## src/bfr_pkg.sv

```systemverilog
package bfr_pkg;

    localparam int MAX_PACKAGE  = 1032;
    localparam int MAX_PAYLOAD  = 1024;
    localparam int HEADER_BYTES = 8;

    localparam logic [7:0] MAGIC0 = 8'hFE;
    localparam logic [7:0] MAGIC1 = 8'h01;

    // widths of the result fields and the internal counters
    localparam int BYTE_W   = 8;
    localparam int OFFSET_W = 10;
    localparam int WORD_W   = 16;
    localparam int LEN_W    = 11;
    localparam int HPOS_W   = 4;

    // result queue depth and occupancy counter width
    localparam int QDEPTH  = 3;
    localparam int QCNT_W  = 2;

    localparam logic KIND_PAYLOAD = 1'b0;
    localparam logic KIND_STATUS  = 1'b1;

    typedef enum logic [1:0] {
        STAT_COMPLETE   = 2'd0,
        STAT_INCOMPLETE = 2'd1,
        STAT_HDR_ERR    = 2'd2
    } status_t;

    typedef enum logic [1:0] {
        ST_IDLE = 2'b01,
        ST_RECV = 2'b10
    } rx_state_t;

    typedef struct packed {
        logic                kind;
        logic [BYTE_W-1:0]   byte_value;
        logic [OFFSET_W-1:0] byte_offset;
        status_t             status;
        logic [WORD_W-1:0]   command;
        logic [WORD_W-1:0]   sequence_res;
        logic [LEN_W-1:0]    message_len;
        logic                last;
    } result_t;

endpackage

```

## src/bfr_in_if.sv

```systemverilog
interface bfr_in_if;
    logic       valid;
    logic       ready;
    logic [7:0] data_byte;
    logic       frag_last;

    modport source (output valid, output data_byte, output frag_last, input ready);
    modport sink   (input valid, input data_byte, input frag_last, output ready);
endinterface

```

## src/bfr_out_if.sv

```systemverilog
interface bfr_out_if;
    logic        valid;
    logic        ready;
    logic        kind;
    logic [7:0]  byte_value;
    logic [9:0]  byte_offset;
    logic [1:0]  status;
    logic [15:0] command;
    logic [15:0] sequence_res;
    logic [10:0] message_len;
    logic        last;

    modport source (
        output valid, output kind, output byte_value, output byte_offset, output status,
        output command, output sequence_res, output message_len, output last,
        input ready
    );
    modport sink (
        input valid, input kind, input byte_value, input byte_offset, input status,
        input command, input sequence_res, input message_len, input last,
        output ready
    );
endinterface

```

## src/ble_fragment_reassembler_unit.sv

```systemverilog
// fragment reassembler: takes a link fragment stream, one byte per beat on frag,
// frag_last high on the final byte of each fragment. an idle fragment opens
// with the 8-byte header FE 01, length, command, sequence (all big-endian).
// res carries results: a payload beat (kind 0) with its offset in the message,
// and one status beat (kind 1) at every fragment end: complete, incomplete or
// header error. last marks the final result caused by one input beat.
// results of a beat are registered into the queue when taken; res shows its head.
// throughput: one input beat per cycle while res takes one beat per cycle; a
// beat with both a payload byte and a status needs two res beats. the results
// sit in a three-entry result queue, and frag.ready is high whenever at most
// one result is queued, so frag.ready never depends on res.ready in the same
// cycle.
// reset: async, active low; block returns to idle, header position cleared,
// result queue emptied. nothing needs clearing beyond that.
// res stall: queued results hold; once two are queued frag.ready drops and
// input beats wait until the receiver drains the queue.
module ble_fragment_reassembler_unit
    import bfr_pkg::*;
(
    input  logic      clk,
    input  logic      rst_n,
    bfr_in_if.sink    frag,
    bfr_out_if.source res
);

    // reassembly state
    rx_state_t           state_reg, state_next;
    logic [HPOS_W-1:0]   header_pos_reg, header_pos_next;
    logic [WORD_W-1:0]   declared_len_reg, declared_len_next;
    logic [WORD_W-1:0]   command_reg, command_next;
    logic [WORD_W-1:0]   sequence_reg, sequence_next;
    logic [LEN_W-1:0]    stored_reg, stored_next;
    logic                frag_error_reg, frag_error_next;

    // result queue, entry 0 is the one on res
    result_t             slot_reg [QDEPTH];
    result_t             slot_next [QDEPTH];
    result_t             shifted [QDEPTH];
    logic [QCNT_W-1:0]   count_reg, count_next;

    logic                accept;
    logic                pop;
    logic [QCNT_W-1:0]   base;
    logic [QCNT_W-1:0]   n_new;
    logic                emit_pay;
    logic                emit_stat;
    status_t             stat_code;
    result_t             pay_res;
    result_t             stat_res;
    result_t             first_res;
    logic [WORD_W-1:0]   full_len;
    logic                complete_now;
    logic                complete_next;
    logic [7:0]          b;

    assign b          = frag.data_byte;
    assign frag.ready = ~count_reg[1];
    assign accept     = frag.valid & frag.ready;
    assign pop        = res.valid & res.ready;

    assign full_len   = {declared_len_reg[WORD_W-1:8], b};

    // message done once header plus stored payload covers the declared length
    assign complete_now  = !(({{(WORD_W-LEN_W){1'b0}}, stored_reg} + WORD_W'(HEADER_BYTES))
                             < declared_len_reg);
    assign complete_next = !(({{(WORD_W-LEN_W){1'b0}}, stored_next} + WORD_W'(HEADER_BYTES))
                             < declared_len_next);

    // per-beat reassembly step
    always_comb
    begin
        state_next        = state_reg;
        header_pos_next   = header_pos_reg;
        declared_len_next = declared_len_reg;
        command_next      = command_reg;
        sequence_next     = sequence_reg;
        stored_next       = stored_reg;
        frag_error_next   = frag_error_reg;
        emit_pay          = 1'b0;
        emit_stat         = 1'b0;
        stat_code         = STAT_HDR_ERR;

        case (state_reg)
            ST_IDLE:
            begin
                case (header_pos_reg)
                    4'd0:
                    begin
                        frag_error_next = (b != MAGIC0);
                        stored_next     = '0;
                    end
                    4'd1:
                    begin
                        if (b != MAGIC1)
                        begin
                            frag_error_next = 1'b1;
                        end
                    end
                    4'd2: declared_len_next = {b, 8'h00};
                    4'd3:
                    begin
                        // length clamp to the largest package
                        if (full_len > WORD_W'(MAX_PACKAGE))
                        begin
                            declared_len_next = WORD_W'(MAX_PACKAGE);
                        end
                        else
                        begin
                            declared_len_next = full_len;
                        end
                    end
                    4'd4: command_next  = {b, 8'h00};
                    4'd5: command_next  = {command_reg[WORD_W-1:8], b};
                    4'd6: sequence_next = {b, 8'h00};
                    4'd7: sequence_next = {sequence_reg[WORD_W-1:8], b};
                    default:
                    begin
                        if (!frag_error_reg && stored_reg < LEN_W'(MAX_PAYLOAD))
                        begin
                            emit_pay    = 1'b1;
                            stored_next = stored_reg + 1'b1;
                        end
                    end
                endcase
                if (header_pos_reg < HPOS_W'(HEADER_BYTES))
                begin
                    header_pos_next = header_pos_reg + 1'b1;
                end
                if (frag.frag_last)
                begin
                    emit_stat = 1'b1;
                    // short fragment or bad magic
                    if (frag_error_next || header_pos_reg < HPOS_W'(HEADER_BYTES - 1))
                    begin
                        stat_code = STAT_HDR_ERR;
                    end
                    else if (complete_next)
                    begin
                        stat_code = STAT_COMPLETE;
                    end
                    else
                    begin
                        stat_code  = STAT_INCOMPLETE;
                        state_next = ST_RECV;
                    end
                    header_pos_next = '0;
                    frag_error_next = 1'b0;
                end
            end
            ST_RECV:
            begin
                if (!complete_now && stored_reg < LEN_W'(MAX_PAYLOAD))
                begin
                    emit_pay    = 1'b1;
                    stored_next = stored_reg + 1'b1;
                end
                if (frag.frag_last)
                begin
                    emit_stat = 1'b1;
                    if (complete_next)
                    begin
                        stat_code  = STAT_COMPLETE;
                        state_next = ST_IDLE;
                    end
                    else
                    begin
                        stat_code = STAT_INCOMPLETE;
                    end
                    header_pos_next = '0;
                    frag_error_next = 1'b0;
                end
            end
            default:
            begin
                state_next = ST_IDLE;
            end
        endcase
    end

    // result beats for this input
    always_comb
    begin
        pay_res              = '0;
        pay_res.kind         = KIND_PAYLOAD;
        pay_res.byte_value   = b;
        pay_res.byte_offset  = stored_reg[OFFSET_W-1:0];
        pay_res.status       = STAT_COMPLETE;
        pay_res.last         = ~emit_stat;

        stat_res             = '0;
        stat_res.kind        = KIND_STATUS;
        stat_res.status      = stat_code;
        if (stat_code == STAT_COMPLETE)
        begin
            stat_res.command      = command_next;
            stat_res.sequence_res = sequence_next;
        end
        if (stat_code != STAT_HDR_ERR)
        begin
            stat_res.message_len = stored_next;
        end
        stat_res.last        = 1'b1;

        first_res = emit_pay ? pay_res : stat_res;
        n_new     = QCNT_W'(emit_pay) + QCNT_W'(emit_stat);
    end

    // queue: shift out on pop, append new results behind what remains
    always_comb
    begin
        base = count_reg - QCNT_W'(pop);
        for (int i = 0; i < QDEPTH - 1; i++)
        begin
            shifted[i] = pop ? slot_reg[i+1] : slot_reg[i];
        end
        shifted[QDEPTH-1] = slot_reg[QDEPTH-1];

        for (int i = 0; i < QDEPTH; i++)
        begin
            slot_next[i] = shifted[i];
            if (accept && n_new != '0 && base == QCNT_W'(i))
            begin
                slot_next[i] = first_res;
            end
            if (accept && n_new == QCNT_W'(2) && QCNT_W'(base + 1'b1) == QCNT_W'(i))
            begin
                slot_next[i] = stat_res;
            end
        end
        count_next = accept ? base + n_new : base;
    end

    always_ff @(posedge clk or negedge rst_n)
    begin
        if (!rst_n)
        begin
            state_reg        <= ST_IDLE;
            header_pos_reg   <= '0;
            declared_len_reg <= '0;
            command_reg      <= '0;
            sequence_reg     <= '0;
            stored_reg       <= '0;
            frag_error_reg   <= 1'b0;
            count_reg        <= '0;
        end
        else
        begin
            if (accept)
            begin
                state_reg        <= state_next;
                header_pos_reg   <= header_pos_next;
                declared_len_reg <= declared_len_next;
                command_reg      <= command_next;
                sequence_reg     <= sequence_next;
                stored_reg       <= stored_next;
                frag_error_reg   <= frag_error_next;
            end
            count_reg <= count_next;
        end
    end

    always_ff @(posedge clk)
    begin
        for (int i = 0; i < QDEPTH; i++)
        begin
            slot_reg[i] <= slot_next[i];
        end
    end

    assign res.valid        = (count_reg != '0);
    assign res.kind         = slot_reg[0].kind;
    assign res.byte_value   = slot_reg[0].byte_value;
    assign res.byte_offset  = slot_reg[0].byte_offset;
    assign res.status       = slot_reg[0].status;
    assign res.command      = slot_reg[0].command;
    assign res.sequence_res = slot_reg[0].sequence_res;
    assign res.message_len  = slot_reg[0].message_len;
    assign res.last         = slot_reg[0].last;

    // payload never runs past the buffer
    a_stored_cap: assert property (@(posedge clk) disable iff (!rst_n)
        stored_reg <= LEN_W'(MAX_PAYLOAD))
        else $error("stored count beyond payload limit");

    // a continued message always has a clamped length
    a_len_clamp: assert property (@(posedge clk) disable iff (!rst_n)
        state_reg == ST_RECV |-> declared_len_reg <= WORD_W'(MAX_PACKAGE))
        else $error("declared length not clamped");

    // header position is cleared whenever a message is continued
    a_recv_hpos: assert property (@(posedge clk) disable iff (!rst_n)
        state_reg == ST_RECV |-> header_pos_reg == '0)
        else $error("header position nonzero while receiving");

    // a non-final beat must have its status beat queued behind it
    a_pair: assert property (@(posedge clk) disable iff (!rst_n)
        res.valid && !res.last |-> count_reg >= QCNT_W'(2) && slot_reg[1].kind == KIND_STATUS)
        else $error("payload beat without following status");

endmodule

```

## src/flat_wrapper.sv

```systemverilog
// flat-port wrapper written by rule: the top's interface ports become plain ports
module ble_fragment_reassembler_unit_flat import bfr_pkg::*;
  (clk, rst_n, frag_valid, frag_data_byte, frag_frag_last, frag_ready, res_valid, res_kind, res_byte_value, res_byte_offset, res_status, res_command, res_sequence_res, res_message_len, res_last, res_ready);
  bfr_in_if frag_i ();
  bfr_out_if res_i ();
  input  logic clk;
  input  logic rst_n;
  input wire logic [$bits(frag_i.valid)-1:0] frag_valid;
  input wire logic [$bits(frag_i.data_byte)-1:0] frag_data_byte;
  input wire logic [$bits(frag_i.frag_last)-1:0] frag_frag_last;
  output wire logic [$bits(frag_i.ready)-1:0] frag_ready;
  output wire logic [$bits(res_i.valid)-1:0] res_valid;
  output wire logic [$bits(res_i.kind)-1:0] res_kind;
  output wire logic [$bits(res_i.byte_value)-1:0] res_byte_value;
  output wire logic [$bits(res_i.byte_offset)-1:0] res_byte_offset;
  output wire logic [$bits(res_i.status)-1:0] res_status;
  output wire logic [$bits(res_i.command)-1:0] res_command;
  output wire logic [$bits(res_i.sequence_res)-1:0] res_sequence_res;
  output wire logic [$bits(res_i.message_len)-1:0] res_message_len;
  output wire logic [$bits(res_i.last)-1:0] res_last;
  input wire logic [$bits(res_i.ready)-1:0] res_ready;
  assign frag_i.valid = frag_valid;
  assign frag_i.data_byte = frag_data_byte;
  assign frag_i.frag_last = frag_frag_last;
  assign frag_ready = frag_i.ready;
  assign res_valid = res_i.valid;
  assign res_kind = res_i.kind;
  assign res_byte_value = res_i.byte_value;
  assign res_byte_offset = res_i.byte_offset;
  assign res_status = res_i.status;
  assign res_command = res_i.command;
  assign res_sequence_res = res_i.sequence_res;
  assign res_message_len = res_i.message_len;
  assign res_last = res_i.last;
  assign res_i.ready = res_ready;
  ble_fragment_reassembler_unit u_core (.clk(clk), .rst_n(rst_n), .frag(frag_i), .res(res_i));
endmodule
```

## config.mk

```make
export PLATFORM = sky130hd
export DESIGN_NAME = ble_fragment_reassembler_unit_flat
export DESIGN_NICKNAME = d
export VERILOG_FILES = /design/src/bfr_pkg.sv /design/src/bfr_in_if.sv /design/src/bfr_out_if.sv /design/src/ble_fragment_reassembler_unit.sv /design/src/flat_wrapper.sv
export SDC_FILE = /design/constraint.sdc
export NUM_CORES = 1
export LEC_CHECK = 0
export ABC_CLOCK_PERIOD_IN_PS = 8000
export BUFFER_PORTS_ARGS = -buffer_cell sky130_fd_sc_hd__buf_2
export CAP_MARGIN = 40
export CORE_MARGIN = 2
export CORE_UTILIZATION = 50
export DETAILED_ROUTE_END_ITERATION = 6
export GPL_TIMING_DRIVEN = 0
export HOLD_SLACK_MARGIN = 0.12
export PLACE_DENSITY = 0.68
export SLEW_MARGIN = 25
export SYNTH_ARGS = -nofsm -noshare
export SYNTH_HDL_FRONTEND = slang
export SYNTH_SLANG_ARGS = --single-unit
```

## constraint.sdc

```tcl
create_clock -name clk -period 8 [get_ports clk]
set_clock_uncertainty 0.15 [all_clocks]
set_input_delay 0.8 -clock clk [delete_from_list [all_inputs] [get_ports clk]]
set_output_delay 0.8 -clock clk [all_outputs]
set_load 0.1 [all_outputs]
```

== Word level (Yosys, flattened, before mapping) ==
Memories as Yosys holds them, arrays and structs flattened.
Cells that the tools add are included.
Widths: inputs -> output; s select.

* Add/sub/neg operators: 8
* Bitwise operators: 4
* $lt $le $gt $ge: 6
* Multiplexer cells: 50
* Eq/ne operators: 23
* Reductions and logical operators: 25

{| class="wikitable"
|+ Operator list
! operator !! count
|-
| $mux 65 || 9
|-
| $pmux 16 s2 || 3
|-
| $mux 16 || 4
|-
| $pmux 11 s2 || 2
|-
| $mux 11 || 3
|-
| $lt 16x16->1 || 2
|-
| $mux 32 || 1
|-
| $add 11x4->12 const B || 2
|-
| $mux 2 || 9
|-
| $eq 4x3->1 const B || 4
|-
| $gt 16x11->1 const B || 1
|-
| $mux 4 || 3
|-
| $add 11x1->11 const B || 1
|-
| $lt 11x11->1 const B || 1
|-
| $logic_and 1x1->1 || 10
|-
| $mux 1 || 10
|-
| $ne 2x2->1 const B || 5
|-
| $eq 2x2->1 const B || 4
|-
| $eq 4x2->1 const B || 2
|-
| $ne 8x1->1 const B || 1
|-
| $ne 8x8->1 const B || 1
|-
| $pmux 2 s2 || 2
|-
| $pmux 4 s2 || 1
|-
| $reduce_or 8->1 || 1
|-
| other kinds (24) || 34
|}

* Register bits after elaboration: 68
* RAM bits: 195
* Input bits: 13
* Logic and storage cells: 125
* Memories: 1
* Output and inout bits: 67

{| class="wikitable"
|+ Memories
! memory !! words !! bits a word !! read ports !! clocked after Yosys merged registers in !! wr ports !! RTL line !! text
|-
| u_core.slot_reg || 3 || 65 || 3 || 0 || 3 || ble_fragment_reassembler_unit.sv:36 || <nowiki>result_t slot_reg [QDEPTH];</nowiki>
|}

== Longest topological paths before layout ==
Gate-level depths: netlist of the first run.

* Depth after elaboration: 16
* Mapped depth: 28
* Mapped depth without buffers: 25

== Least setup slack after synthesis of the first run ==
No wires, ideal clock.

* Path kind: register to register
* From: register u_core.stored_reg[7]
* To: memory u_core.slot_reg[0][34] (netlist name) (data pin)
* Required time: 7.585 ns
* Path slack: 1.579 ns
* Period minus slack after synthesis: 6.421 ns
* Path buffers: 3
* Cell stages (with the launch flop): 29
* Data arrival time: 6.007 ns
* Library setup time: 0.265 ns
* Path through: dfrtp_1 > clkbuf_1 > and3_1 > nand3_1 > xnor2_1 > inv_1 > ha_1 > nand4_1 > nor2_1 > a22oi_1 > nand3_1 > o31a_1 > and2_1 > clkbuf_1 > inv_1 > ha_1 > or3b_1 > nor3_1 > xnor2_1 > ha_1 > a21o_1 > a21oi_1 > o221ai_1 > a2111oi_1 > o21ai_1 > a311o_4 > nand3_4 > buf_12 > o21ai_2

{| class="wikitable"
|+ RTL lines
! item !! RTL line !! text
|-
| start: declaration || ble_fragment_reassembler_unit.sv:32 || <nowiki>logic [LEN_W-1:0] stored_reg, stored_next;</nowiki>
|-
| start signal: assignment || ble_fragment_reassembler_unit.sv:255 || <nowiki>stored_reg <= stored_next;</nowiki>
|-
| end: declaration || ble_fragment_reassembler_unit.sv:36 ||
|}

==> metrics, run 1 <==
hold crit path type reg2reg; Max VDD drop 0.245 mV; first-pass GRT wire length 55500 µm; Final Power 6550 µW; initial antenna violation count 0; Yosys top cell area share 0.310; max FFs per register 195; Compound-Gate Fraction of Synth Area 0.212; Reg-to-Reg Start u_core.stored_reg[7]; vias in the first global route 10200; cell mode on critical path ha_1; grt ovf 0; Post-Route WL 34500 µm; Synth Warn # 0; total core area 25900 µm²; clock latency on the worst-skew pair 560 ps; Syn-to-layout area delta 14.3%; Worst-Margin Slew 898 ps; mapped cell area 13100 µm²; Slowest-stage cell, CP a2111oi_2; CP Class reg2reg; IO buf count 79; post-synthesis net count 1353; CTS H-tree lvls 1; drt initial violations 801; Root Driver clkbuf_16; Max Cap Viol 0; worst hold start u_core.slot_reg[0][194]; top_reg_cell synth edfxtp_1; GRT Resource Usage Total 0.249; final core utilization 0.578; distinct cell type count after synthesis 83; Nets 1468; CP startpoint u_core.stored_reg[7]; register clock-pin slew on the reported worst setup and hold paths 60 ps; XOR/XNOR share of the synthesized area 0.00937; Synth Area in Adders 0.0344; syn_area_per_cell 10.0 µm²; mux share of post-synthesis cell area 0.00812; outcome finished clean; CP Capture Type flip-flop; antenna cells 0; largest family of logic cells by synthesized area compound AO/OA/AOI/OAI gates; peak fanout along the critical path 10; die area 27500 µm²; final worst-path cycle share 0.935; pin count of the biggest net entering global routing 46; largest cells by area after synthesis edfxtp_1 31%, dfrtp_1 13%, dfxtp_1 9.2%; die height 166 µm; TritonCTS clock tree yes; routability congestion estimate 0.963; Top Family by Delay on Critical Path compound AO/OA/AOI/OAI gates; total number of vias 10400; layout cells sized above 1 0.154; I/O pin cnt 80; Critical path buffers and inverters 5; wire per inst 19.4 µm; Slew HR 0.401; Period minus WS final 7480 ps; Routed Antenna Nets 0; WHS Endpoint u_core.slot_reg[0][194]; Critical Path RT 8150 ps; share of flip-flops with an asynchronous set or reset 0.259; hold path cells 2; Final Max Tran Viols 0; via/cell ratio 5.87; # clock sinks 263; placed instance count 1723; DRC viols 0; Final Hold Viols 0; width of the die 166 µm; Highest Clock Rate 134 MHz; total CTS buffers 29; simple-gate portion of the synthesized area 0.157; Worst path max stage delay 540 ps; clock tree buffer depth 3; R2R depth 28; FF+latch count, synth 263; cell count after synthesis 1304; Crit path arrival time 7640 ps; register area share after synthesis 0.531; Worst R2R Setup Slack 520 ps; EDFF count, synth 135; Finished Layout Cells 1777; CP Launch Type flip-flop; P per Cell Area 437 nW/µm²; RSZ-0062 raised after global routing no; Post-DP HPWL 24400 µm; leading area contributor after synthesis edfxtp_1; final setup violation count 0; Starting Density 0.505; floorplan row count 59; leakage 0.00595 µW; RR Endpoint u_core.slot_reg[0][42]; first-pass detailed-route iteration total 7
how the worst max path moves through the flow:
stage,end,depth (start not counted)
final,u_core.slot_reg[0][42],28
after global routing,u_core.slot_reg[0][38],28
after CTS,u_core.slot_reg[0][42],28
after detailed placement,u_core.slot_reg[0][42],28
after global placement,u_core.slot_reg[0][12],17
after floorplan,u_core.slot_reg[0][34],28
metrics by stage:
stage	worst slack, ps	setup TNS (ps)	cell area [µm²]	hold slack (ps)
3_5_place_dp	120	0	14000	294
2_1_floorplan	1580	0	13100	273
5_1_grt	16.5	0	15000	322
4_1_cts	180	0	15000	308
6_report	517	0	15000	307
3_3_place_gp	-210	-10580	13900	286
routing by layer:
layer	wire, µm	share of wire	GRT usage
met1	15300	0.44	0.349
met2	15900	0.46	0.403
met3	2240	0.065	0.0315
met4	1040	0.030	0.0817
met5	0	0	0
layout by cell type (no fill, tap or decap), types with 11 or more instances in the layout:
cell and instances:
clkbuf_1 78, inv_1 36, a21oi_1 35, clkbuf_16 30, o21ai_1 48, nand2_1 251
a22oi_1 41, o21ai_2 40, a21o_1 14, dfrtp_1 67, o21ai_0 73, buf_2 89
and3_1 40, dfxtp_1 60, nand3_1 16, ha_1 36, buf_1 11, edfxtp_1 135
a211oi_1 41, nor2_1 78, a22o_1 37, nand2b_1 11
power breakdown:
part           internal (µW)  switching (µW)
clock network            773             546
logic                    816            2360
registers               1880             172
cell usage after synthesis, drive strengths merged (3+ instances only):
master and number:
and3 40, dfrtp 67, a211oi 42, nor2b 5
xnor2 9, buf 30, a22oi 42, inv 38
nand2 253, a211o 4, o31ai 7, xor2 5
a311oi 5, or3 3, a31oi 6, dfxtp 60
o21a 4, a22o 38, clkbuf 68, or4 3
nand4 5, edfxtp 135, and2 10, nand2b 11
mux2i 8, a21oi 36, nand3 18, a21o 15
nor2 80, o211ai 5, nor3 10, a32oi 4
nor4 4, a2111oi 3, o21ai 161, ha 36
kinds of logic after synthesis:
family | count (synthesis)
simple gates | 454
flops | 263
buf+inv | 136
xor+xnor | 14
compound gates | 391
fa+ha+maj | 36
mux | 10
cell type report:
type	instances	area, µm²
plain buffers	97	480
clock buffers	46	861
clock inverters	8	87.6
fillers	2253	10900
inverters	38	143
multi-input cells	905	5560
flip-flops and latches	263	6960
well taps	335	419
repair buffers	85	465
repair_timing:
action / 4_1_cts / 5_1_grt
hold buffers: 1 / 0
hold endpoints to repair: 33 / 0
buffers inserted: 0 / 0
endpoints found under the setup margin: 0 / 131
resized for setup: 0 / 2
worst min-delay path, cell delays in order (launching register included):
cell     delay (ps)
dfxtp_1         310
nand2_1          60
nand2_1          40
Power figures use the tool's default switching activity.
==> run 2, diff against run 1 <==
--- a/config.mk
+++ b/config.mk
@@ -14,6 +14,7 @@
 export GPL_TIMING_DRIVEN = 0
 export HOLD_SLACK_MARGIN = 0.12
 export PLACE_DENSITY = 0.68
+export REMOVE_ABC_BUFFERS = 1
 export SLEW_MARGIN = 25
 export SYNTH_ARGS = -nofsm -noshare
 export SYNTH_HDL_FRONTEND = slang
==> metrics, run 2 (synthesized netlist as in run 1, its figures left out) <==
GRT Resource Usage Total 0.236 (-0.0127); routability congestion estimate 0.915 (-5.0%); first-pass detailed-route iteration total 5 (-2); die height 166 µm (unchanged); die area 27500 µm² (unchanged); register clock-pin slew on the reported worst setup and hold paths 60 ps (about the same); clock latency on the worst-skew pair 540 ps (-20 ps); cell mode on critical path ha_1; Crit path arrival time 7710 ps (+70 ps); drt initial violations 1013 (+26%); Worst path max stage delay 620 ps (+80 ps); layout cells sized above 1 0.166 (+0.0120); wire per inst 19.6 µm (+1.1%); post-route cell area 14700 µm² (-1.8%); leakage 0.00585 µW (-1.6%); Starting Density 0.505 (unchanged); outcome finished clean; initial antenna violation count 0 (unchanged); RSZ-0062 raised after global routing no; Worst-Margin Slew 895 ps (-3.40 ps); Post-DP HPWL 21700 µm (-11%); via/cell ratio 5.95 (+1.3%); CTS H-tree lvls 1 (unchanged); Final Power 6440 µW (-1.6%); Critical path buffers and inverters 2 (-3); Period minus WS final 7600 ps (+117 ps); Final Max Tran Viols 0 (unchanged); final worst-path cycle share 0.950 (+0.0146); Post-Route WL 33300 µm (-3.4%); Final Hold Viols 0 (unchanged); clock tree buffer depth 3 (unchanged); commonest non-fill, non-tap cell in the layout nand2_1; Critical Path RT 8110 ps (-40 ps); postcts setup bufs 0 (unchanged); max FFs per register 195 (unchanged); DRC viols 0 (unchanged); Top Family by Delay on Critical Path compound AO/OA/AOI/OAI gates; Max VDD drop 0.413 mV (+68%); Highest Clock Rate 132 MHz (-1.5%); CP Capture Type flip-flop; total core area 25900 µm² (unchanged); first-pass GRT wire length 53100 µm (-4.2%); dpl cell area 13800 µm² (-1.8%); I/O pin cnt 80 (unchanged); final setup violation count 0 (unchanged); commonest non-fill, non-tap cells in the layout 249 x nand2_1, 135 x edfxtp_1, 84 x buf_2; Layout fillers 2222 (-1.4%); IO buf count 79 (unchanged); total number of vias 10100 (-3.3%); floorplan row count 59 (unchanged); total CTS buffers 28 (-3.4%); grt ovf 0 (unchanged); TritonCTS clock tree yes; final core utilization 0.568 (-0.0102); Max Cap Viol 0 (unchanged); CP Launch Type flip-flop; Slowest-stage cell, CP dfrtp_1; CP Class reg2reg; width of the die 166 µm (unchanged); P per Cell Area 438 nW/µm² (+0.21%); hold crit path type reg2reg; Syn-to-layout area delta 12.3%; Slew HR 0.404 (+0.00227); # clock sinks 263 (unchanged); Nets 1390 (-5.3%); Routed Antenna Nets 0 (unchanged); pin count of the biggest net entering global routing 51 (+11%); Root Driver clkbuf_16; antenna cells 0 (unchanged); vias in the first global route 9747 (-4.5%); peak fanout along the critical path 32 (+22)
[run 2: cell types whose count changed in the layout (fill, tap and decap cells not counted), sizes merged]
cell	delta
buf	-12
clkbuf	-67
bufinv	-1
clkinv	-1
inv	-1
clkinvlp	+1
nand3	+1
[run 2: power by group]
part	total (µW)	internal, µW	switching (µW)
clock network	1230	709	524
registers	2070	1880	191
logic	3140	833	2310
total	6440	3420	3020
[run 2: worst paths after layout]
check | start | cells past startpoint | to | slack (ps)
worst max-delay path | u_core.stored_reg[3] | 25 | u_core.slot_reg[0][78] | 400
worst min-delay path | u_core.slot_reg[0][194] | 2 | u_core.slot_reg[0][194] | 300
worst max register to register | u_core.stored_reg[3] | 25 | u_core.slot_reg[0][78] | 400
worst min register to register | u_core.slot_reg[0][194] | 2 | u_core.slot_reg[0][194] | 300
max in group asynchronous | rst_n | 3 | u_core.state_reg[0] | 6540
min in group asynchronous | rst_n | 2 | u_core.stored_reg[6] | 540
[run 2: metrics by stage]
stage,std cells,setup TNS (ps),hold WS (ps),worst slack [ps]
5_1_grt,1697,0,326,12.9
4_1_cts,1691,0,304,247
2_1_floorplan,1206,-41520,273,-508
3_3_place_gp,1620,-576630,285,-4040
3_5_place_dp,1639,0,293,13.1
6_report,1697,0,298,400
[run 2: repair_timing]
action                     4_1_cts  5_1_grt
hold endpoints to repair        18        0
hold buffers                     1        0
setup endpoints to repair        3       71
gates cloned                     0        1
pin swaps                        0        1
gates resized for setup          1        1
[run 2: worst reg2reg max path: cells and delay by family, from the launching register on]
kind                       cells  cell delay, ps
AOI/OAI and AO/OA              9            2740
xor gates and xnor gates       2             490
adders and majority gates      4            1030
buffers and inverters          2             200
DFF                            1             620
and+or+nand+nor                8            2110
[run 2: area by class of cell]
class,count,area (µm²),area share
Clock inverter,6,37.5,0.00255
Multi-Input combinational cell,906,5590,0.380
Sequential cell,263,6960,0.473
Inverter,38,143,0.00970
Timing Repair Buffer,104,731,0.0497
Tap cell,335,419,0.0285
Clock buffer,45,831,0.0565
[run 2: per-layer routing]
| layer | vias up | track usage | share of wire | wire, µm |
|---|---|---|---|---|
| met4 | 0 | 0.0586 | 0.018 | 616 |
| li1 | 4796 | - | - | - |
| met3 | 56 | 0.0419 | 0.059 | 1970 |
| met5 | - | 0 | 0 | 0 |
| met2 | 306 | 0.392 | 0.47 | 15800 |
| met1 | 4937 | 0.324 | 0.45 | 14900 |
==> run 3, diff against run 2 <==
--- a/config.mk
+++ b/config.mk
@@ -5,6 +5,7 @@
 export SDC_FILE = /design/constraint.sdc
 export NUM_CORES = 1
 export LEC_CHECK = 0
+export ABC_AREA = 1
 export ABC_CLOCK_PERIOD_IN_PS = 8000
 export BUFFER_PORTS_ARGS = -buffer_cell sky130_fd_sc_hd__buf_2
 export CAP_MARGIN = 40
@@ -13,7 +14,7 @@
 export DETAILED_ROUTE_END_ITERATION = 6
 export GPL_TIMING_DRIVEN = 0
 export HOLD_SLACK_MARGIN = 0.12
-export PLACE_DENSITY = 0.68
+export PLACE_DENSITY = 0.67
 export REMOVE_ABC_BUFFERS = 1
 export SLEW_MARGIN = 25
 export SYNTH_ARGS = -nofsm -noshare
==> metrics, run 3 <==
grt ovf 0 (unchanged); CTS H-tree lvls 1 (unchanged); GRT Resource Usage Total 0.262 (+0.0263); final setup violation count 0 (unchanged); drt initial violations 1147 (+13%); first-pass detailed-route iteration total 6 (+1); Seq. cell area 6960 µm² (unchanged); grt peak-use layer met2; CP Launch Type flip-flop; IO buf count 79 (unchanged); commonest cells in the netlist 466 x nand2_1, 161 x inv_1, 148 x nand3_1; Crit path arrival time 7500 ps (-210 ps); share of flip-flops with an asynchronous set or reset 0.259 (unchanged); GR Util met1 0.363 (+0.0392); setup ws final 757 ps (+357 ps); Slowest-stage cell, CP nand2_2; CTS resizes 0 (-1); Worst R2R Setup Slack 760 ps (+360 ps); hold crit path type reg2reg; CP Class reg2reg; RR Endpoint u_core.slot_reg[0][8]; Root Driver clkbuf_16; Worst-Margin Slew 949 ps (+54.5 ps); outcome finished clean; Multi-input gate area 6330 µm² (+13%); Nets 1878 (+35%); total CTS buffers 29 (+3.6%); clock latency on the worst-skew pair 570 ps (+30 ps); WHS Endpoint u_core.slot_reg[0][61]; Setup WS pre-CTS 674 ps (+661 ps); Highest Clock Rate 138 MHz (+4.9%); top_reg_cell synth edfxtp_1; I/O pin cnt 80 (unchanged); Layout fillers 2559 (+15%); Max Cap Viol 0 (unchanged); vias in the first global route 12000 (+23%); placed instance count 2172 (+33%); floorplan row count 61 (+3.4%); postcts setup bufs 0 (unchanged); first-pass GRT wire length 63900 µm (+20%); pin count of the biggest net entering global routing 85 (+67%); post-route cell area 16400 µm² (+11%); Slew HR 0.360 (-0.0431); dpl cell area 15400 µm² (+12%); CTS Hold Bufs 1 (unchanged); # clock sinks 263 (unchanged); hold path cells 2 (unchanged); total core area 28000 µm² (+8.1%); layout cells sized above 1 0.144 (-0.0218); clock tree buffer depth 3 (unchanged); commonest non-fill, non-tap cells in the layout 463 x nand2_1, 158 x inv_1, 148 x nand3_1; Reg-to-Reg Start u_core.stored_reg[3]; total number of vias 12700 (+26%); routability congestion estimate 0.904 (-1.2%); RSZ-0062 raised after global routing no; register area share after synthesis 0.486 (-0.0457); CP Capture Type flip-flop; via/cell ratio 5.69 (-4.4%); cell mode on critical path nand2_1; most common cell in the netlist nand2_1; Finished Layout Cells 2231 (+31%); met3 Track Usage GR 0.0421 (+0.000161); worst hold start u_core.slot_reg[0][61]; Starting Density 0.511 (+0.00608); GR Util met2 0.422 (+0.0300); Critical Path RT 8250 ps (+140 ps); R2R depth 30 (+20%); Post-Route WL 39900 µm (+20%); FF+latch count, synth 263 (unchanged); die height 173 µm (+4.5%); distinct cell type count after synthesis 49 (-41%); width of the die 173 µm (+4.5%); largest cells by area after synthesis edfxtp_1 28%, nand2_1 12%, dfrtp_1 12%; Top Family by Delay on Critical Path simple AND/OR/NAND/NOR gates; Critical path buffers and inverters 5 (+3); commonest non-fill, non-tap cell in the layout nand2_1; syn_area_per_cell 8.07 µm² (-20%); TritonCTS clock tree yes; leading area contributor after synthesis edfxtp_1; Final Max Tran Viols 0 (unchanged); max FFs per register 195 (unchanged); Post-DP HPWL 26500 µm (+22%); Syn-to-layout area delta 14.2%; cell count after synthesis 1776 (+36%); Synth Warn # 0 (unchanged); peak fanout along the critical path 31 (-3.1%); register clock-pin slew on the reported worst setup and hold paths 60 ps (about the same); Yosys top cell area share 0.283 (-0.0266); Worst path max stage delay 620 ps (about the same); EDFF count, synth 135 (unchanged); Routed Antenna Nets 0 (unchanged); Final Hold Viols 0 (unchanged); wire per inst 17.9 µm (-9.0%); final worst-path cycle share 0.905 (-0.0447); mapped cell area 14300 µm² (+9.4%); DRC viols 0 (unchanged); initial antenna violation count 1 (+1); Period minus WS final 7240 ps (-357 ps); die area 30000 µm² (+9.2%)
-- run 3: changes by cell type in the layout (fill, tap and decap cells not counted), sizes merged, moves of 33 or more --
cell,previous run,this run
a22o,38,0
and3,40,0
inv,39,175
nand3,19,149
o211ai,5,45
nor3,10,43
a22oi,42,2
nor2,80,162
o22ai,2,46
nand2,253,477
a211oi,42,1
-- run 3: kinds of logic after synthesis --
group | after synthesis | share of synthesized area
xor+xnor | 20 | 0.0122
compound gates | 310 | 0.124
simple gates | 865 | 0.268
flops | 263 | 0.486
fa+ha+maj | 36 | 0.0314
buf+inv | 281 | 0.0782
mux | 1 | 0.000699
-- run 3: layer usage --
metal	up-vias	part of all wire
met5	-	0
met2	540	0.45
met4	0	0.028
met1	5988	0.44
li1	6091	-
met3	70	0.084
-- run 3: cell type report --
| type | count | share of cell area |
|---|---|---|
| repair buffers | 125 | 0.0595 |
| multi-input cells | 1232 | 0.387 |
| clock inverters | 14 | 0.00535 |
| clock buffers | 40 | 0.0525 |
| well taps | 378 | 0.0289 |
| diodes | 1 | 0.000153 |
| flip-flops and latches | 263 | 0.425 |
| inverters | 178 | 0.0411 |
-- run 3: worst reg2reg max path, delay by kind of cell, from the launching register on --
| family | cells | cell delay (ps) |
|---|---|---|
| AO/OA/AOI/OAI | 7 | 1380 |
| XOR/XNOR | 2 | 330 |
| adder cells (fa/ha/maj) | 3 | 830 |
| buffers and inverters | 5 | 940 |
| flip-flops | 1 | 570 |
| AND/OR/NAND/NOR | 13 | 2860 |
-- run 3: through the flow --
step / hold WS (ps) / util / TNS, ps
2_1_floorplan: 277 / - / -393550
3_3_place_gp: 289 / 0.526 / -1976960
3_5_place_dp: 296 / 0.548 / 0
4_1_cts: 311 / 0.582 / 0
5_1_grt: 328 / 0.584 / 0
6_report: 307 / 0.584 / 0
-- run 3: how the worst max path moves through the flow --
| stage | cells after the start | startpoint | slack [ps] | to |
|---|---|---|---|---|
| global placement | 17 | u_core.stored_reg[3] | -10900 | u_core.slot_reg[0][28] |
| global route | 31 | u_core.stored_reg[3] | 160 | u_core.slot_reg[0][8] |
| detailed placement | 24 | u_core.stored_reg[3] | 670 | u_core.slot_reg[0][152] |
| floorplan | 17 | u_core.stored_reg[3] | -3660 | u_core.slot_reg[0][10] |
| CTS | 24 | u_core.stored_reg[3] | 590 | u_core.slot_reg[0][152] |
| finish | 30 | u_core.stored_reg[3] | 760 | u_core.slot_reg[0][8] |
Power of run 3 is not shown: default switching activity piles up to over one toggle a cycle in this logic, so the estimate is an artifact.
